### src/rtl/cfta_pkg.sv
// shared types, character constants and hex digit helper for the frame text encoder
`default_nettype none
package cfta_pkg;

    localparam int NIB_W           = 4;
    localparam int PAYLOAD_BYTES   = 8;
    localparam int HEAD_NIBBLES    = 4;
    localparam int FRAME_NIBBLES   = HEAD_NIBBLES + 2 * PAYLOAD_BYTES;
    localparam int FRAME_W         = FRAME_NIBBLES * NIB_W;
    localparam int DEF_MAX_PAYLOAD = 8;

    localparam logic [7:0] CHAR_T  = 8'h74;
    localparam logic [7:0] CHAR_CR = 8'h0D;
    localparam logic [7:0] CHAR_A  = 8'h41;
    localparam logic [7:0] CHAR_0  = 8'h30;
    localparam logic [3:0] NIB_TEN = 4'd10;

    typedef enum logic [1:0] {
        ST_IDLE,
        ST_HEAD,
        ST_DIGIT,
        ST_TAIL
    } seq_state_t;

    typedef struct packed {
        logic load;
        logic shift;
    } seq_ctl_t;

    function automatic logic [7:0] hex_char(input logic [3:0] nib);
        logic [7:0] ch;
        if (nib >= NIB_TEN) begin
            ch = CHAR_A + {4'b0, nib - NIB_TEN};
        end else begin
            ch = CHAR_0 + {4'b0, nib};
        end
        return ch;
    endfunction

endpackage
`default_nettype wire

### src/rtl/cfta_shifter.sv
// nibble shift register holding identifier, length code and payload of one frame
`default_nettype none
module cfta_shifter (
    input  wire logic                  aclk,
    input  wire cfta_pkg::seq_ctl_t    ctl,
    input  wire logic [11:0]           frame_id,
    input  wire logic [3:0]            length_code,
    input  wire logic [7:0]            byte0,
    input  wire logic [7:0]            byte1,
    input  wire logic [7:0]            byte2,
    input  wire logic [7:0]            byte3,
    input  wire logic [7:0]            byte4,
    input  wire logic [7:0]            byte5,
    input  wire logic [7:0]            byte6,
    input  wire logic [7:0]            byte7,
    output logic [cfta_pkg::NIB_W-1:0] nibble
);
    import cfta_pkg::*;

    logic [FRAME_W-1:0] data_reg;
    logic [FRAME_W-1:0] data_next;

    always_comb begin
        data_next = data_reg;
        if (ctl.load) begin
            data_next = {frame_id, length_code, byte0, byte1, byte2, byte3,
                         byte4, byte5, byte6, byte7};
        end else if (ctl.shift) begin
            data_next = {data_reg[FRAME_W-NIB_W-1:0], {NIB_W{1'b0}}};
        end
    end

    always_ff @(posedge aclk) begin
        data_reg <= data_next;
    end

    assign nibble = data_reg[FRAME_W-1 -: NIB_W];

endmodule
`default_nettype wire

### src/rtl/cfta_seq.sv
// sequencer: walks the frame text one character per output slot
`default_nettype none
module cfta_seq #(
    parameter int MAX_PAYLOAD = cfta_pkg::DEF_MAX_PAYLOAD
) (
    input  wire logic                  aclk,
    input  wire logic                  aresetn,
    input  wire logic                  s_valid,
    input  wire logic [3:0]            s_length_code,
    input  wire logic [cfta_pkg::NIB_W-1:0] nibble,
    input  wire logic                  adv,
    output logic                       s_ready,
    output cfta_pkg::seq_ctl_t         ctl,
    output logic                       emit_valid,
    output logic [7:0]                 emit_char,
    output logic                       emit_last
);
    import cfta_pkg::*;

    localparam int DIG_W = $clog2(HEAD_NIBBLES + 2 * MAX_PAYLOAD + 1);

    seq_state_t       state_reg;
    seq_state_t       state_next;
    logic [DIG_W-1:0] cnt_reg;
    logic [DIG_W-1:0] cnt_next;
    logic [3:0]       pay_cnt;

    // payload byte count saturates at the limit
    assign pay_cnt = (s_length_code > 4'(MAX_PAYLOAD)) ? 4'(MAX_PAYLOAD) : s_length_code;

    always_ff @(posedge aclk) begin
        if (!aresetn) begin
            state_reg <= ST_IDLE;
            cnt_reg   <= '0;
        end else begin
            state_reg <= state_next;
            cnt_reg   <= cnt_next;
        end
    end

    always_comb begin
        state_next = state_reg;
        cnt_next   = cnt_reg;
        s_ready    = 1'b0;
        ctl        = '0;
        emit_valid = 1'b0;
        emit_char  = CHAR_T;
        emit_last  = 1'b0;
        unique case (state_reg)
            ST_IDLE: begin
                s_ready = 1'b1;
                if (s_valid) begin
                    ctl.load   = 1'b1;
                    cnt_next   = DIG_W'({pay_cnt, 1'b0}) + DIG_W'(HEAD_NIBBLES);
                    state_next = ST_HEAD;
                end
            end
            ST_HEAD: begin
                if (adv) begin
                    emit_valid = 1'b1;
                    emit_char  = CHAR_T;
                    state_next = ST_DIGIT;
                end
            end
            ST_DIGIT: begin
                if (adv) begin
                    emit_valid = 1'b1;
                    emit_char  = hex_char(nibble);
                    ctl.shift  = 1'b1;
                    cnt_next   = cnt_reg - DIG_W'(1);
                    if (cnt_reg == DIG_W'(1)) begin
                        state_next = ST_TAIL;
                    end
                end
            end
            ST_TAIL: begin
                if (adv) begin
                    emit_valid = 1'b1;
                    emit_char  = CHAR_CR;
                    emit_last  = 1'b1;
                    state_next = ST_IDLE;
                end
            end
            default: begin
                state_next = ST_IDLE;
            end
        endcase
    end

`ifndef SYNTHESIS
    a_accept_to_head: assert property (@(posedge aclk) disable iff (!aresetn)
        (s_valid && s_ready) |=> (state_reg == ST_HEAD))
        else $error("accepted frame did not start its text");

    a_digit_cnt_live: assert property (@(posedge aclk) disable iff (!aresetn)
        (state_reg == ST_DIGIT) |-> (cnt_reg != '0))
        else $error("digit state with no digits left");

    a_emit_needs_room: assert property (@(posedge aclk) disable iff (!aresetn)
        emit_valid |-> adv)
        else $error("character produced without output room");
`endif

endmodule
`default_nettype wire

### src/rtl/can_frame_to_ascii_hex_top.sv
// top level: frame text encoder with registered character output
// after a frame word is accepted the sequencer enters its head state, then the 't' goes into the output register
// one character per cycle while m_ready holds; a frame is 6 + 2 * min(length, MAX_PAYLOAD) characters
// the sequencer shifts out one nibble per unstalled cycle and takes the next word only when idle
// reset (aresetn low, synchronous) returns the sequencer to idle and empties the output register
`default_nettype none
module can_frame_to_ascii_hex_top #(
    parameter int MAX_PAYLOAD = cfta_pkg::DEF_MAX_PAYLOAD
) (
    input  wire logic        aclk,
    input  wire logic        aresetn,
    input  wire logic        s_valid,
    output logic             s_ready,
    input  wire logic [11:0] s_frame_id,
    input  wire logic [3:0]  s_length_code,
    input  wire logic [7:0]  s_byte0,
    input  wire logic [7:0]  s_byte1,
    input  wire logic [7:0]  s_byte2,
    input  wire logic [7:0]  s_byte3,
    input  wire logic [7:0]  s_byte4,
    input  wire logic [7:0]  s_byte5,
    input  wire logic [7:0]  s_byte6,
    input  wire logic [7:0]  s_byte7,
    output logic             m_valid,
    input  wire logic        m_ready,
    output logic [7:0]       m_ascii_char,
    output logic             m_last_char
);
    import cfta_pkg::*;

    seq_ctl_t         ctl;
    logic [NIB_W-1:0] nibble;
    logic             adv;
    logic             emit_valid;
    logic [7:0]       emit_char;
    logic             emit_last;

    logic       m_valid_reg;
    logic       m_valid_next;
    logic [7:0] m_char_reg;
    logic       m_last_reg;

    assign adv = !m_valid_reg || m_ready;

    cfta_shifter u_shifter (
        .aclk        (aclk),
        .ctl         (ctl),
        .frame_id    (s_frame_id),
        .length_code (s_length_code),
        .byte0       (s_byte0),
        .byte1       (s_byte1),
        .byte2       (s_byte2),
        .byte3       (s_byte3),
        .byte4       (s_byte4),
        .byte5       (s_byte5),
        .byte6       (s_byte6),
        .byte7       (s_byte7),
        .nibble      (nibble)
    );

    cfta_seq #(
        .MAX_PAYLOAD (MAX_PAYLOAD)
    ) u_seq (
        .aclk          (aclk),
        .aresetn       (aresetn),
        .s_valid       (s_valid),
        .s_length_code (s_length_code),
        .nibble        (nibble),
        .adv           (adv),
        .s_ready       (s_ready),
        .ctl           (ctl),
        .emit_valid    (emit_valid),
        .emit_char     (emit_char),
        .emit_last     (emit_last)
    );

    always_comb begin
        m_valid_next = m_valid_reg;
        if (emit_valid) begin
            m_valid_next = 1'b1;
        end else if (m_ready) begin
            m_valid_next = 1'b0;
        end
    end

    always_ff @(posedge aclk) begin
        if (!aresetn) begin
            m_valid_reg <= 1'b0;
        end else begin
            m_valid_reg <= m_valid_next;
        end
    end

    // output word register
    always_ff @(posedge aclk) begin
        if (emit_valid) begin
            m_char_reg <= emit_char;
            m_last_reg <= emit_last;
        end
    end

    assign m_valid      = m_valid_reg;
    assign m_ascii_char = m_char_reg;
    assign m_last_char  = m_last_reg;

endmodule
`default_nettype wire
### config.mk
export PLATFORM = sky130hd
export DESIGN_NAME = can_frame_to_ascii_hex_top
export DESIGN_NICKNAME = d
export VERILOG_FILES = /design/src/rtl/cfta_pkg.sv /design/src/rtl/cfta_shifter.sv /design/src/rtl/cfta_seq.sv /design/src/rtl/can_frame_to_ascii_hex_top.sv
export SDC_FILE = /design/constraint.sdc
export NUM_CORES = 1
export LEC_CHECK = 0
export BUFFER_PORTS_ARGS = -buffer_cell sky130_fd_sc_hd__buf_4
export CORE_MARGIN = 2
export CORE_UTILIZATION = 40
export DETAILED_ROUTE_END_ITERATION = 10
export GPL_TIMING_DRIVEN = 0
export HOLD_SLACK_MARGIN = 0.08
export PLACE_DENSITY_LB_ADDON = 0.08
export SYNTH_ARGS = -nofsm -noshare
export SYNTH_HDL_FRONTEND = slang
export SYNTH_SLANG_ARGS = --single-unit
### constraint.sdc
create_clock -name aclk -period 3.8 [get_ports aclk]
set_input_delay 0.76 -clock aclk [delete_from_list [all_inputs] [get_ports aclk]]
set_output_delay 0.76 -clock aclk [all_outputs]
set_load 0.02 [all_outputs]
==> impl_metrics.csv <==
group,metric,value,unit
outcome,outcome,"complete, no violations",
grt,grt_max_degree,56,
setup_path,path_cells,"inv_1, ha_1, buf_2, clkbuf_1, nand2_1, nand2_4, buf_16",
power,pwr-share-comb,36.3,%
yosys,ys.flop_type,"edfxtp_1",
route,ant_nets,0,
floorplanning,row_count,38,
timing,slew_headroom,58.3,%
yosys,synthTopCellsByArea,"edfxtp_1, mux2_2, dfxtp_1, ha_1, a21oi_1",
timing,min_period,2.58,ns
setup_path,crit_family,"buffers and inverters",
yosys,synthCells,280,
yosys,yosys.area.top_type,"edfxtp_1",
yosys,syn_avg_cell_area,15.7,µm²
yosys,synth_edf_count,88,
timing,finalCritPeriodShare,68.0,%
yosys,ys_seq_area_share,63.8,%
setup_path,cp_data_arrival_time,2.63,ns
clocking,ctsRootBufferMaster,"clkbuf_8",
floorplanning,ioPinCount,95,
power,internal-power,0.00303,W
finish,areaGrowthSynthToFinish,25.0,%
timing,setup_viol,0,
timing,fmaxAchievable,387,MHz
power,leakagePower,2.09,nW
clocking,ctsHoldBuffers,0,
yosys,synth_nets,376,
timing,clock_skew,0.00878,ns
route,wl_per_cell,14.9,µm
yosys,synth_top_area_share,60.2,%
setup_path,crit_slowest_cell,"clkbuf_1",
placement,dp_slack,1.17,ns
timing,rsz0062_at_grt,"no",
grt,globalRouteTotalUtil,14.4,%
power,power.switching,0.00134,W
yosys,yosysUniqueCellTypes,38,
clocking,clk_pin_slew,0.09,ns
power,pwr-share-clk,15.1,%
floorplanning,die_y,109,µm
run,cap_violations,0,
route,via_per_inst,4.86,
finish,final_common_cell,"buf_4",
grt,gr-total-overflow,0,
power,p_per_area,798,mW/mm²
setup_path,worstPathRequired,3.85,ns
clocking,cts_setup_buffers,0,
clocking,cts_made_buffers,9,
timing,worstMarginPinSlew,0.623,ns
placement,port_buffers,93,
finish,largest_reg_flops,80,
finish,n_antenna_cell,0,
grt,grt_pass1_wl,12.8,mm
clocking,clock_latency,0.37,ns
clocking,htreeDepth,3,
route,drc_errors,0,
floorplanning,start_util,40.7,%
setup_path,slowest_delay,0.40,ns
timing,setup_ws,1.22,ns
power,swShare,30.7,%
finish,final_cell_mix,"buf_4, edfxtp_1, mux2_2",
grt,antenna_found_initial,0,
setup_path,path_class,"register to register",
timing,timing_hold_violations_final,0,
setup_path,cp-start-kind,"register",
clocking,cts_tree,"built",
finish,drive_gt1_share,50.8,%
setup_path,crit_fanout,55,
setup_path,end_kind,"register",
route,totalWireLength,7.88,mm
placement,place_congestion,0.784,
timing,slew_viol_final,0,
clocking,cts_resized,0,
power,power,0.00438,W
yosys,netlist_area,0.00439,mm²
route,drt_iter0_markers,87,
finish,final_nets,481,
floorplanning,die_x,109,µm
worst_hold_path,hold_class,"register to register",
finish,stdcell_area,0.00549,mm²
placement,placed_cell_area,0.00530,mm²
floorplanning,die_area,0.0118,mm²
grt,grt_pass1_vias,2671,
clocking,cts.path.max_buffers,2,
power,vdd_drop_max,359,µV
route,firstDrtPassIters,4,
clocking,cts.sinks,96,
placement,hpwlAfterDp,5.53,mm
yosys,ys_async_sr_fraction,0,%
yosys,ys_seq_elements,96,
floorplanning,core_area,0.0108,mm²
route,vias,2574,
finish,final_core_util,50.8,%
setup_path,worst-path-buf-inv,4,
yosys,ys_warn_count,0,
power,pwr-share-seq,48.6,%
==> worst register-to-register path: stages, from the launching register on <==
cell and delay (ns):
dfxtp_1 0.35, inv_1 0.11, ha_1 0.17, buf_2 0.26, clkbuf_1 0.40, nand2_1 0.25
nand2_4 0.38, buf_16 0.32
==> cells in the mapped netlist (2+ instances only) <==
| master | number |
|---|---|
| nand2_1 | 8 |
| nor2b_1 | 6 |
| a21bo_2 | 3 |
| dfxtp_1 | 8 |
| and3_1 | 5 |
| buf_2 | 5 |
| xnor2_1 | 4 |
| inv_1 | 9 |
| clkbuf_1 | 2 |
| ha_1 | 12 |
| nand3_1 | 3 |
| nor2_1 | 7 |
| o211ai_1 | 2 |
| o31ai_1 | 2 |
| edfxtp_1 | 88 |
| nand2b_1 | 4 |
| a21oi_1 | 8 |
| mux2_2 | 76 |
| o21ai_0 | 6 |
| buf_1 | 4 |
==> power by group through the flow <==
| stage | clock, W | sequential (W) | combinational, W |
|---|---|---|---|
| global route | 0.000729 | 0.00218 | 0.00177 |
| detailed placement | 0 | 0.00215 | 0.00162 |
| global placement | 0 | 0.00220 | 0.00153 |
| floorplan | 0 | 0.00217 | 0.00114 |
| finish | 0.000661 | 0.00213 | 0.00159 |
| CTS | 0.000684 | 0.00213 | 0.00163 |
==> cell families after synthesis <==
group,Yosys count,share of synthesized area [%]
xor+xnor,4,0.798
other cells,1,0.0854
flops,96,63.8
fa+ha+maj,12,3.42
buf+inv,21,2.02
compound gates,31,5.53
simple gates,38,4.62
mux,77,19.7
==> layer usage <==
metal,vias up,routed length [µm],track usage (%)
met4,0,164,7.14
met1,1228,3370,17.3
li1,1271,-,-
met5,-,0,0
met2,64,3870,23.6
met3,11,473,4.30
==> path summary, 6_finish.rpt <==
kind | endpoint | cells after the start | slack, ns | from
worst max-delay path | u_shifter.data_reg[4] | 7 | 1.22 | u_seq.state_reg[0]
worst min-delay path | u_shifter.data_reg[77] | 1 | 0.55 | u_shifter.data_reg[73]
worst max register to register | u_shifter.data_reg[4] | 7 | 1.22 | u_seq.state_reg[0]
worst min register to register | u_shifter.data_reg[77] | 1 | 0.55 | u_shifter.data_reg[73]
==> area by class of cell <==
cell class	count	area, µm²
Fill cell	953	5310
Sequential cell	96	2800
Multi-Input combinational cell	163	1510
Timing Repair Buffer	94	726
Tap cell	140	175
Clock buffer	10	128
Clock inverter	6	60.1
Buffer	12	55.1
Inverter	9	33.8
==> stage by stage <==
step | hold WS (ns) | instances | TNS [ns]
after floorplan | 0.504 | 280 | 0
after global placement | 0.524 | 513 | -76.37
after detailed placement | 0.531 | 514 | 0
after CTS | 0.554 | 530 | 0
after global routing | 0.568 | 530 | 0
final | 0.552 | 530 | 0
No activity file was read; power rests on OpenSTA's default activity.
